==> config.mk <==
export PLATFORM = sky130hd
export DESIGN_NAME = integer_alu_with_flags_flat
export DESIGN_NICKNAME = d
export VERILOG_FILES = /design/src/rtl/ialu_pkg.sv /design/src/rtl/ialu_op_if.sv /design/src/rtl/ialu_res_if.sv /design/src/rtl/integer_alu_with_flags.sv /design/src/rtl/ialu_core.sv /design/src/flat_wrapper.sv
export SDC_FILE = /design/constraint.sdc
export NUM_CORES = 1
export LEC_CHECK = 0
export ABC_AREA = 1
export BUFFER_PORTS_ARGS = -buffer_cell sky130_fd_sc_hd__buf_2
export CORE_MARGIN = 10
export CORE_UTILIZATION = 25
export DETAILED_ROUTE_END_ITERATION = 10
export GPL_ROUTABILITY_DRIVEN = 0
export PLACE_DENSITY = 0.5
export SYNTH_ARGS = -nofsm -noshare
export SYNTH_HDL_FRONTEND = slang
export SYNTH_SLANG_ARGS = --single-unit
==> constraint.sdc <==
create_clock -name i_clk -period 5.4 [get_ports i_clk]
set_clock_uncertainty 0.15 [all_clocks]
set_input_delay 0.27 -clock i_clk [delete_from_list [all_inputs] [get_ports i_clk]]
set_output_delay 0.27 -clock i_clk [all_outputs]
set_load 0.005 [all_outputs]
==> src/rtl/ialu_pkg.sv <==
package ialu_pkg;

    // Fixed field widths
    localparam int DATA_W   = 64;
    localparam int OPCODE_W = 3;
    localparam int SIZE_W   = 2;
    localparam int EXT_W    = 2;

    // Widest operand the datapath runs at (8..64)
    localparam int MAX_WIDTH = 64;
    // Holds an operand width up to 64
    localparam int WIDTH_W   = 7;
    localparam int TOP_W     = 6;

    // Smallest operand width, shifted left by the size code
    localparam logic [WIDTH_W-1:0] BASE_WIDTH = WIDTH_W'(8);

    typedef enum logic [OPCODE_W-1:0] {
        OP_ADD = 3'd0,
        OP_ADC = 3'd1,
        OP_SUB = 3'd2,
        OP_SBB = 3'd3,
        OP_CMP = 3'd4,
        OP_AND = 3'd5,
        OP_OR  = 3'd6,
        OP_XOR = 3'd7
    } t_opcode;

    typedef enum logic [EXT_W-1:0] {
        EXT_NONE = 2'd0,
        EXT_8    = 2'd1,
        EXT_16   = 2'd2,
        EXT_32   = 2'd3
    } t_ext;

    // Status flags, CF in bit 0 up to OF in bit 5
    typedef struct packed {
        logic of;
        logic sf;
        logic zf;
        logic af;
        logic pf;
        logic cf;
    } t_flags;

endpackage

==> src/rtl/ialu_op_if.sv <==
interface ialu_op_if;
    logic                                valid;
    logic                                ready;
    logic [ialu_pkg::OPCODE_W-1:0]       opcode;
    logic [ialu_pkg::SIZE_W-1:0]         operand_size;
    logic [ialu_pkg::DATA_W-1:0]         operand_a;
    logic [ialu_pkg::DATA_W-1:0]         operand_b;
    logic [ialu_pkg::EXT_W-1:0]          extend_source;

    modport source (
        output valid, opcode, operand_size, operand_a, operand_b, extend_source,
        input  ready
    );
    modport sink (
        input  valid, opcode, operand_size, operand_a, operand_b, extend_source,
        output ready
    );
endinterface

==> src/rtl/ialu_res_if.sv <==
interface ialu_res_if;
    logic                          valid;
    logic                          ready;
    logic [ialu_pkg::DATA_W-1:0]   result_value;
    logic                          write_back;
    logic                          carry_out;
    logic                          parity_out;
    logic                          aux_carry_out;
    logic                          zero_out;
    logic                          sign_out;
    logic                          overflow_out;

    modport source (
        output valid, result_value, write_back, carry_out, parity_out,
               aux_carry_out, zero_out, sign_out, overflow_out,
        input  ready
    );
    modport sink (
        input  valid, result_value, write_back, carry_out, parity_out,
               aux_carry_out, zero_out, sign_out, overflow_out,
        output ready
    );
endinterface

==> src/rtl/integer_alu_with_flags.sv <==
// Channel  | Dir | Payload                                                   | Beat
// ---------+-----+-----------------------------------------------------------+--------------
// i_op     | in  | opcode, operand_size, operand_a, operand_b, extend_source | valid & ready
// o_res    | out | result_value, write_back, CF, PF, AF, ZF, SF, OF flags    | valid & ready
//
// One beat per cycle while o_res is not stalled. A result passes the input
// register, then the ALU logic into the result register, before it leaves.
// Flags update as an operation enters the result register, so an adc or sbb
// right behind another operation sees that operation's carry.
// i_rst_n (synchronous, active low) empties both stages and clears the flags.
// A stall on o_res holds the result; i_op takes one more beat, then backs up.
module integer_alu_with_flags (
    input  logic        i_clk,
    input  logic        i_rst_n,
    ialu_op_if.sink     i_op,
    ialu_res_if.source  o_res
);
    import ialu_pkg::*;

    // Input stage
    logic                r_in_valid;
    logic                n_in_valid;
    t_opcode             r_opcode;
    logic [SIZE_W-1:0]   r_operand_size;
    logic [DATA_W-1:0]   r_operand_a;
    logic [DATA_W-1:0]   r_operand_b;
    t_ext                r_extend_source;

    // Result stage
    logic                r_out_valid;
    logic                n_out_valid;
    logic [DATA_W-1:0]   r_result_value;
    logic                r_write_back;
    t_flags              r_out_flags;

    // Architectural flags
    t_flags              r_flags;
    t_flags              n_flags;

    logic                in_beat;
    logic                advance;
    logic [DATA_W-1:0]   alu_result;
    logic                alu_write_back;
    t_flags              alu_flags;

    // Result register free or draining this cycle
    assign advance   = r_in_valid & (~r_out_valid | o_res.ready);
    assign i_op.ready = ~r_in_valid | advance;
    assign in_beat   = i_op.valid & i_op.ready;

    always_comb begin
        n_in_valid  = r_in_valid;
        n_out_valid = r_out_valid;
        n_flags     = r_flags;
        if (in_beat) begin
            n_in_valid = 1'b1;
        end else if (advance) begin
            n_in_valid = 1'b0;
        end
        if (advance) begin
            n_out_valid = 1'b1;
            n_flags     = alu_flags;
        end else if (o_res.ready) begin
            n_out_valid = 1'b0;
        end
    end

    always_ff @(posedge i_clk) begin
        if (!i_rst_n) begin
            r_in_valid  <= 1'b0;
            r_out_valid <= 1'b0;
            r_flags     <= '0;
        end else begin
            r_in_valid  <= n_in_valid;
            r_out_valid <= n_out_valid;
            r_flags     <= n_flags;
        end
    end

    always_ff @(posedge i_clk) begin
        if (in_beat) begin
            r_opcode        <= t_opcode'(i_op.opcode);
            r_operand_size  <= i_op.operand_size;
            r_operand_a     <= i_op.operand_a;
            r_operand_b     <= i_op.operand_b;
            r_extend_source <= t_ext'(i_op.extend_source);
        end
    end

    ialu_core u_core (
        .i_opcode        (r_opcode),
        .i_operand_size  (r_operand_size),
        .i_operand_a     (r_operand_a),
        .i_operand_b     (r_operand_b),
        .i_extend_source (r_extend_source),
        .i_carry_in      (r_flags.cf),
        .o_result_value  (alu_result),
        .o_write_back    (alu_write_back),
        .o_flags         (alu_flags)
    );

    always_ff @(posedge i_clk) begin
        if (advance) begin
            r_result_value <= alu_result;
            r_write_back   <= alu_write_back;
            r_out_flags    <= alu_flags;
        end
    end

    assign o_res.valid         = r_out_valid;
    assign o_res.result_value  = r_result_value;
    assign o_res.write_back    = r_write_back;
    assign o_res.carry_out     = r_out_flags.cf;
    assign o_res.parity_out    = r_out_flags.pf;
    assign o_res.aux_carry_out = r_out_flags.af;
    assign o_res.zero_out      = r_out_flags.zf;
    assign o_res.sign_out      = r_out_flags.sf;
    assign o_res.overflow_out  = r_out_flags.of;

endmodule

==> src/rtl/ialu_core.sv <==
// Combinational ALU datapath: one shared adder plus logic ops and flag logic.
module ialu_core (
    input  ialu_pkg::t_opcode            i_opcode,
    input  logic [ialu_pkg::SIZE_W-1:0]  i_operand_size,
    input  logic [ialu_pkg::DATA_W-1:0]  i_operand_a,
    input  logic [ialu_pkg::DATA_W-1:0]  i_operand_b,
    input  ialu_pkg::t_ext               i_extend_source,
    input  logic                         i_carry_in,
    output logic [ialu_pkg::DATA_W-1:0]  o_result_value,
    output logic                         o_write_back,
    output ialu_pkg::t_flags             o_flags
);
    import ialu_pkg::*;

    logic [WIDTH_W-1:0] width_sel;
    logic [WIDTH_W-1:0] width_eff;
    logic [TOP_W-1:0]   top;
    logic [DATA_W-1:0]  mask;
    logic [DATA_W-1:0]  b_ext;
    logic [DATA_W-1:0]  a_m;
    logic [DATA_W-1:0]  b_m;
    logic               is_sub;
    logic               use_cin;
    logic [DATA_W-1:0]  b_add;
    logic               ci;
    logic [DATA_W-1:0]  sum;
    logic [DATA_W-1:0]  r;
    logic [DATA_W-1:0]  cvec;
    logic [DATA_W-1:0]  ovec;
    logic               arith;

    // Operand width, limited to the datapath width
    assign width_sel = BASE_WIDTH << i_operand_size;
    assign width_eff = (width_sel > WIDTH_W'(MAX_WIDTH)) ? WIDTH_W'(MAX_WIDTH) : width_sel;
    assign top       = TOP_W'(width_eff - WIDTH_W'(1));
    assign mask      = (width_eff >= WIDTH_W'(DATA_W)) ? '1
                     : ((DATA_W'(1) << width_eff) - DATA_W'(1));

    always_comb begin
        unique case (i_extend_source)
            EXT_8:   b_ext = {{(DATA_W-8){i_operand_b[7]}},   i_operand_b[7:0]};
            EXT_16:  b_ext = {{(DATA_W-16){i_operand_b[15]}}, i_operand_b[15:0]};
            EXT_32:  b_ext = {{(DATA_W-32){i_operand_b[31]}}, i_operand_b[31:0]};
            default: b_ext = i_operand_b;
        endcase
    end

    assign a_m = i_operand_a & mask;
    assign b_m = b_ext & mask;

    // Subtract as a + ~b + 1 - borrow
    always_comb begin
        is_sub  = 1'b0;
        use_cin = 1'b0;
        arith   = 1'b1;
        unique case (i_opcode) inside
            OP_ADD:                 ;
            OP_ADC:                 use_cin = 1'b1;
            OP_SUB, OP_CMP:         is_sub  = 1'b1;
            OP_SBB: begin
                is_sub  = 1'b1;
                use_cin = 1'b1;
            end
            OP_AND, OP_OR, OP_XOR:  arith   = 1'b0;
            default:                arith   = 1'b0;
        endcase
    end

    assign b_add = is_sub ? ~b_m : b_m;
    assign ci    = is_sub ? ~(use_cin & i_carry_in) : (use_cin & i_carry_in);
    assign sum   = a_m + b_add + DATA_W'(ci);

    always_comb begin
        unique case (i_opcode) inside
            OP_AND:  r = a_m & b_m;
            OP_OR:   r = a_m | b_m;
            OP_XOR:  r = a_m ^ b_m;
            default: r = sum & mask;
        endcase
    end

    assign cvec = is_sub ? ((~a_m & b_m) | ((~a_m | b_m) & r))
                         : ((a_m & b_m) | ((a_m | b_m) & ~r));
    assign ovec = is_sub ? ((a_m ^ b_m) & (a_m ^ r))
                         : ((a_m ^ r) & (b_m ^ r));

    assign o_result_value = r;
    assign o_write_back   = (i_opcode != OP_CMP);
    assign o_flags.cf     = arith & cvec[top];
    assign o_flags.of     = arith & ovec[top];
    assign o_flags.af     = arith & (a_m[4] ^ b_m[4] ^ r[4]);
    assign o_flags.pf     = ~^r[7:0];
    assign o_flags.zf     = (r == '0);
    assign o_flags.sf     = r[top];

endmodule

==> src/flat_wrapper.sv <==
// flat-port wrapper written by rule: the top's interface ports become plain ports
module integer_alu_with_flags_flat import ialu_pkg::*;
  (i_clk, i_rst_n, i_op_valid, i_op_opcode, i_op_operand_size, i_op_operand_a, i_op_operand_b, i_op_extend_source, i_op_ready, o_res_valid, o_res_result_value, o_res_write_back, o_res_carry_out, o_res_parity_out, o_res_aux_carry_out, o_res_zero_out, o_res_sign_out, o_res_overflow_out, o_res_ready);
  ialu_op_if i_op_i ();
  ialu_res_if o_res_i ();
  input  logic i_clk;
  input  logic i_rst_n;
  input wire logic [$bits(i_op_i.valid)-1:0] i_op_valid;
  input wire logic [$bits(i_op_i.opcode)-1:0] i_op_opcode;
  input wire logic [$bits(i_op_i.operand_size)-1:0] i_op_operand_size;
  input wire logic [$bits(i_op_i.operand_a)-1:0] i_op_operand_a;
  input wire logic [$bits(i_op_i.operand_b)-1:0] i_op_operand_b;
  input wire logic [$bits(i_op_i.extend_source)-1:0] i_op_extend_source;
  output wire logic [$bits(i_op_i.ready)-1:0] i_op_ready;
  output wire logic [$bits(o_res_i.valid)-1:0] o_res_valid;
  output wire logic [$bits(o_res_i.result_value)-1:0] o_res_result_value;
  output wire logic [$bits(o_res_i.write_back)-1:0] o_res_write_back;
  output wire logic [$bits(o_res_i.carry_out)-1:0] o_res_carry_out;
  output wire logic [$bits(o_res_i.parity_out)-1:0] o_res_parity_out;
  output wire logic [$bits(o_res_i.aux_carry_out)-1:0] o_res_aux_carry_out;
  output wire logic [$bits(o_res_i.zero_out)-1:0] o_res_zero_out;
  output wire logic [$bits(o_res_i.sign_out)-1:0] o_res_sign_out;
  output wire logic [$bits(o_res_i.overflow_out)-1:0] o_res_overflow_out;
  input wire logic [$bits(o_res_i.ready)-1:0] o_res_ready;
  assign i_op_i.valid = i_op_valid;
  assign i_op_i.opcode = i_op_opcode;
  assign i_op_i.operand_size = i_op_operand_size;
  assign i_op_i.operand_a = i_op_operand_a;
  assign i_op_i.operand_b = i_op_operand_b;
  assign i_op_i.extend_source = i_op_extend_source;
  assign i_op_ready = i_op_i.ready;
  assign o_res_valid = o_res_i.valid;
  assign o_res_result_value = o_res_i.result_value;
  assign o_res_write_back = o_res_i.write_back;
  assign o_res_carry_out = o_res_i.carry_out;
  assign o_res_parity_out = o_res_i.parity_out;
  assign o_res_aux_carry_out = o_res_i.aux_carry_out;
  assign o_res_zero_out = o_res_i.zero_out;
  assign o_res_sign_out = o_res_i.sign_out;
  assign o_res_overflow_out = o_res_i.overflow_out;
  assign o_res_i.ready = o_res_ready;
  integer_alu_with_flags u_core (.i_clk(i_clk), .i_rst_n(i_rst_n), .i_op(i_op_i), .o_res(o_res_i));
endmodule
=== Yosys cells after proc, flatten, opt, wreduce, memory -nomap -nowiden ===
Cells that the tools add are included.

* Register bits after elaboration: 209
* Output and inout bits: 73
* Logic and storage cells: 97

* Add/sub/neg operators: 4
* Order comparisons: 3
* Equal/unequal tests: 11
* Shifts and indexed selects: 2
* Multiplexer cells: 21
* Bitwise operators: 32
* Reductions and logical operators: 8

{| class="wikitable"
|+ Operators with widths
! cell !! count
|-
| $and A64 B64 Y64 || 9
|-
| $pmux W64 S3 || 2
|-
| $mux W64 || 4
|-
| $or A64 B64 Y64 || 4
|-
| $not A64 Y64 || 3
|-
| $xor A64 B64 Y64 || 3
|-
| $add A64 B1 Y64 || 1
|-
| $add A64 B64 Y64 || 1
|-
| $logic_not A64 Y1 || 1
|-
| $shl A1 B7 Y64 const A || 1
|-
| $sub A64 B1 Y64 const B || 1
|-
| $bmux W1 S6 || 3
|-
| $eq A3 B3 Y1 const B || 4
|-
| $mux W1 || 11
|-
| $reduce_xnor A8 Y1 || 1
|-
| $ge A7 B7 Y1 const B || 1
|-
| $gt A7 B7 Y1 const B || 1
|-
| $lt A6 B7 Y1 const B || 1
|-
| $mux W7 || 1
|-
| $shl A4 B2 Y7 const A || 1
|-
| $and A1 B1 Y1 || 6
|-
| $eq A3 B2 Y1 const B || 2
|-
| $sub A6 B1 Y6 const B || 1
|-
| $reduce_or A5 Y1 || 1
|-
| other kinds (11) || 17
|}

=== Depth between registers and ports, before layout ===
* Depth in word-level cells: 20
* Mapped depth: 30
* Depth with buffers taken out: 30

=== Hierarchy ===
From an unflattened synthesis, not the netlist that was laid out.

* Cells, all modules: 2533
* Area total of the unflattened synthesis: 18291.3 um2

{| class="wikitable"
|+ By module, submodules not included
! module !! instances !! cells an instance !! area each (um2) !! seq. area each (um2)
|-
| ialu_core || 1 || 2308 || 11961.5 || 0.0
|-
| integer_alu_with_flags || 1 || 225 || 6329.8 || 6246.0
|}

=== Worst setup path after synthesis ===
Ideal clock, no wire load.

* Kind: register to register
* Start point: register u_core.r_out_valid, in the netlist u_core.o_res.valid
* End point: register u_core.r_flags[0] (netlist name)
* Library setup time: 105 ps
* Data arrival time: 4330 ps
* Required time: 5145 ps
* Setup slack: 814 ps
* Cell stages (with the launch flop): 4
* Path buffers: 0
* Clock period less this slack: 4586 ps
* Path through: dfxtp_1 -> a21oi_1 -> o21ai_0 -> a21oi_1

* Word-level cells in the longest chain between the ends: 3

{| class="wikitable"
|+ RTL lines
! what !! line !! text
|-
| from (decl) || integer_alu_with_flags.sv:30 || <nowiki>logic r_out_valid;</nowiki>
|-
| from (signal assigned) || integer_alu_with_flags.sv:75 || <nowiki>r_out_valid <= n_out_valid;</nowiki>
|-
| $not A1 Y1 || integer_alu_with_flags.sv:47 || <nowiki>assign advance = r_in_valid & (~r_out_valid | o_res.ready);</nowiki>
|-
| $or A1 B1 Y1 || integer_alu_with_flags.sv:47 ||
|-
| $and A1 B1 Y1 || integer_alu_with_flags.sv:47 ||
|-
| net u_core.advance || integer_alu_with_flags.sv:41 || <nowiki>logic advance;</nowiki>
|-
| to (signal assigned) || integer_alu_with_flags.sv:76 || <nowiki>r_flags <= n_flags;</nowiki>
|-
| to (decl) || integer_alu_with_flags.sv:37 || <nowiki>t_flags r_flags;</nowiki>
|}

The timed path passes the listed nets, and every way through them passes these cells.
A chain may end at the register's enable or synchronous reset.

==> flow_summary.json <==
{
  "outcome": "finished clean",
  "hold_viol_final": 0,
  "cp-start-kind": "flip-flop",
  "drtPass1Iterations": 7,
  "die_width_um": 288,
  "dp_cells": 3606,
  "yosysTopAreaCellShare": 0.343,
  "rows": 98,
  "root_buffer": "clkbuf_16",
  "cts_tree": "built",
  "postSynth.asyncResetShare": 0,
  "drt-initial-drc-count": 1245,
  "final-instance-count-excl-fill": 3793,
  "clkPwrFrac": 0.320,
  "final_core_util": 0.316,
  "cts_sinks": 209,
  "r2r_cells": 27,
  "ir_worst_vdd_mv": 0.217,
  "arrival_ns": 5.25,
  "cellInternalPower_mw": 3.54,
  "rsz0062_at_grt": "false",
  "synth.net_count": 2811,
  "fin_crit_sh": 0.921,
  "synth_edf_count": 206,
  "fp.coreArea_mm2": 0.0715,
  "drive_gt1_frac": 0.132,
  "max_cap_violations": 0,
  "powerDensity_mw_per_mm2": 243,
  "p_sw_mw": 1.95,
  "critPathRequiredTime_ns": 5.68,
  "syn_area_mm2": 0.0180,
  "seq_area_frac_synth": 0.347,
  "grt_usage": 0.159,
  "globalRouteMet2Util": 0.270,
  "via_per_inst": 4.45,
  "power.share.combinational": 0.319,
  "path_max_fanout": 31,
  "setup_viol": 0,
  "cts_buffer_depth": 3,
  "p_leak_nw": 11.7,
  "area_delta_synth_final_pct": 25.4,
  "tns_ns": 0,
  "antenna_found_initial": 3,
  "fmax_mhz": 201,
  "tightest_slew_ns": 0.896,
  "synth_largest_area_cell": "edfxtp_1",
  "wire_per_inst_um": 17.9,
  "htreeDepth": 1,
  "yosysWarningCount": 0,
  "wirelength_mm": 68.0,
  "hold_ws_ns": 0.251,
  "ios": 212,
  "syn_inst": 2464,
  "portBuffers": 211,
  "crit_path_end_kind": "flip-flop",
  "report.final.slew_viol_count": 0,
  "grt-ovfl-total": 0,
  "num_vias": 16900,
  "synth_area_per_cell_um2": 7.31,
  "ant_nets": 0,
  "ys_types": 44,
  "drc": 0,
  "use_met1": 0.207,
  "fin_nets": 3169,
  "hpwl_mm": 55.7,
  "slew_headroom": 0.403,
  "gr-max-usage-layer": "met2",
  "numCtsBuffers": 26,
  "worstSetupPathType": "reg -> reg",
  "start_util": 0.252,
  "dieArea_mm2": 0.0832,
  "fill_cells": 7726,
  "holdPathStages": 2,
  "yosys_most_used_dff": "edfxtp_1",
  "hp-class": "in -> reg",
  "ys_top_cells_by_area": "edfxtp_1 (34%), nand2_1 (16%), ha_1 (14%), inv_1 (9.1%), nor2_1 (4.7%)",
  "swShare": 0.355,
  "p_seq_frac": 0.361,
  "chipHeight_um": 288,
  "clkLatencyLatePin_ns": 0.59,
  "grt_pass1_wl_mm": 102,
  "met3_usage": 0.0249,
  "grt_max_degree": 90,
  "grt_pass1_vias": 16700,
  "clk_pin_slew_worst_paths_ns": 0.07,
  "yosys_register_bits": 209,
  "min_period_ns": 4.97
}
==> power groups by stage <==
stage | clock, mW | combinational (mW) | sequential [mW]
final | 1.76 | 1.75 | 1.98
after global routing | 1.87 | 1.97 | 1.99
after CTS | 1.82 | 1.75 | 1.98
after detailed placement | 0 | 1.66 | 2.02
after global placement | 0 | 1.66 | 2.02
after floorplan | 0 | 1.08 | 2.00
==> metrics by stage <==
stage | setup WS, ns | instance area, um^2 | power (mW)
floorplan | 0.814 | 18000 | 3.08
global placement | 0.330 | 20400 | 3.68
detailed placement | 0.306 | 20400 | 3.68
CTS | 0.295 | 22600 | 5.56
global route | 0.0743 | 22600 | 5.82
finish | 0.426 | 22600 | 5.49
==> cell usage in the layout, fill, tap and decap left out, types with 17 or more instances in the layout <==
cell type        n
nor2_1         223
a221oi_1        49
nand2_2         21
o21ai_0         83
dlygate4sd3_1  138
nand3_1        113
inv_1          437
inv_2           17
a21oi_1         96
buf_2          211
nand4_1         25
buf_4           34
xor2_1          61
ha_1           206
edfxtp_1       206
nand2_1        748
clkbuf_16       27
==> synthesized netlist by cell type (all sizes together) (3+ instances only) <==
| library cell | n |
|---|---|
| nand2 | 770 |
| inv | 456 |
| nor2 | 244 |
| edfxtp | 206 |
| ha | 206 |
| nand3 | 121 |
| a21oi | 97 |
| o21ai | 97 |
| xor2 | 61 |
| a221oi | 49 |
| clkbuf | 31 |
| buf | 25 |
| nand4 | 25 |
| nor3 | 12 |
| o211ai | 8 |
| nand3b | 7 |
| o21bai | 7 |
| o22ai | 7 |
| or2 | 7 |
| xnor2 | 7 |
| nor4 | 5 |
| clkinv | 3 |
| dfxtp | 3 |
==> repair_timing <==
item                                    CTS  global route
hold buffers                            138             0
buffers inserted                          0             0
endpoints found under the hold margin   138             0
resized for setup                         0             3
endpoints found under the setup margin    0             1
==> flip-flops by register name, summed over array words and instances (netlist names), 2 cells and up <==
register,cells
u_core.o_res.result_value,64
u_core.r_extend_source,2
u_core.r_opcode,3
u_core.r_operand_a,64
u_core.r_operand_b,64
u_core.r_operand_size,2
==> layer usage <==
metal	part of all wire	routed length (um)
met2	0.47	31600
met3	0.063	4300
met1	0.44	30100
met4	0.028	1930
met5	0.00038	26
==> layout make-up <==
| cell class | instances | area (um^2) | share of cell area |
|---|---|---|---|
| Tap cell | 950 | 1190 | 0.0526 |
| Clock inverter | 17 | 146 | 0.00648 |
| Antenna cell | 1 | 2.50 | 0.000111 |
| Timing Repair Buffer | 386 | 2750 | 0.122 |
| Multi-Input combinational cell | 1740 | 9840 | 0.435 |
| Sequential cell | 209 | 6250 | 0.276 |
| Clock buffer | 31 | 691 | 0.0306 |
| Inverter | 459 | 1730 | 0.0766 |
==> cells by family after synthesis <==
kind of cell / Yosys count / synth area share
and+or+nand+nor: 1192 / 0.276
DFF: 209 / 0.347
AOI/OAI and AO/OA: 272 / 0.0897
buffers and inverters: 515 / 0.109
xor gates and xnor gates: 68 / 0.0331
adders and majority gates: 208 / 0.145
==> critical path: stages, from the launching register on <==
cell,delay [ns]
edfxtp_1,0.54
inv_1,0.16
nand3_4,0.12
nand2_2,0.11
inv_4,0.09
nand2_2,0.12
nand2_1,0.09
nor2_2,0.15
buf_12,0.19
o21ai_0,0.20
xor2_1,0.19
ha_1,0.37
buf_4,0.16
nand2_1,0.10
nor2_2,0.24
nand2_1,0.11
buf_4,0.17
nor4_1,0.33
nand2_1,0.24
nand3_1,0.12
nand2_1,0.05
nand3_1,0.08
nand2_1,0.09
nor2_1,0.09
nand2_1,0.06
nor2_2,0.26
nand2_1,0.11
nor3_2,0.11
==> worst paths after layout <==
| kind | startpoint | endpoint | slack (ns) |
|---|---|---|---|
| max | u_core.r_extend_source[1] | u_core.o_res.zero_out | 0.43 |
| min | i_op_operand_b[58] | u_core.r_operand_b[58] | 0.25 |
| min reg2reg | u_core.r_in_valid | u_core.o_res.valid | 0.38 |
| max reg2reg | u_core.r_extend_source[1] | u_core.o_res.zero_out | 0.43 |
No activity file was read; power rests on OpenSTA's default activity.
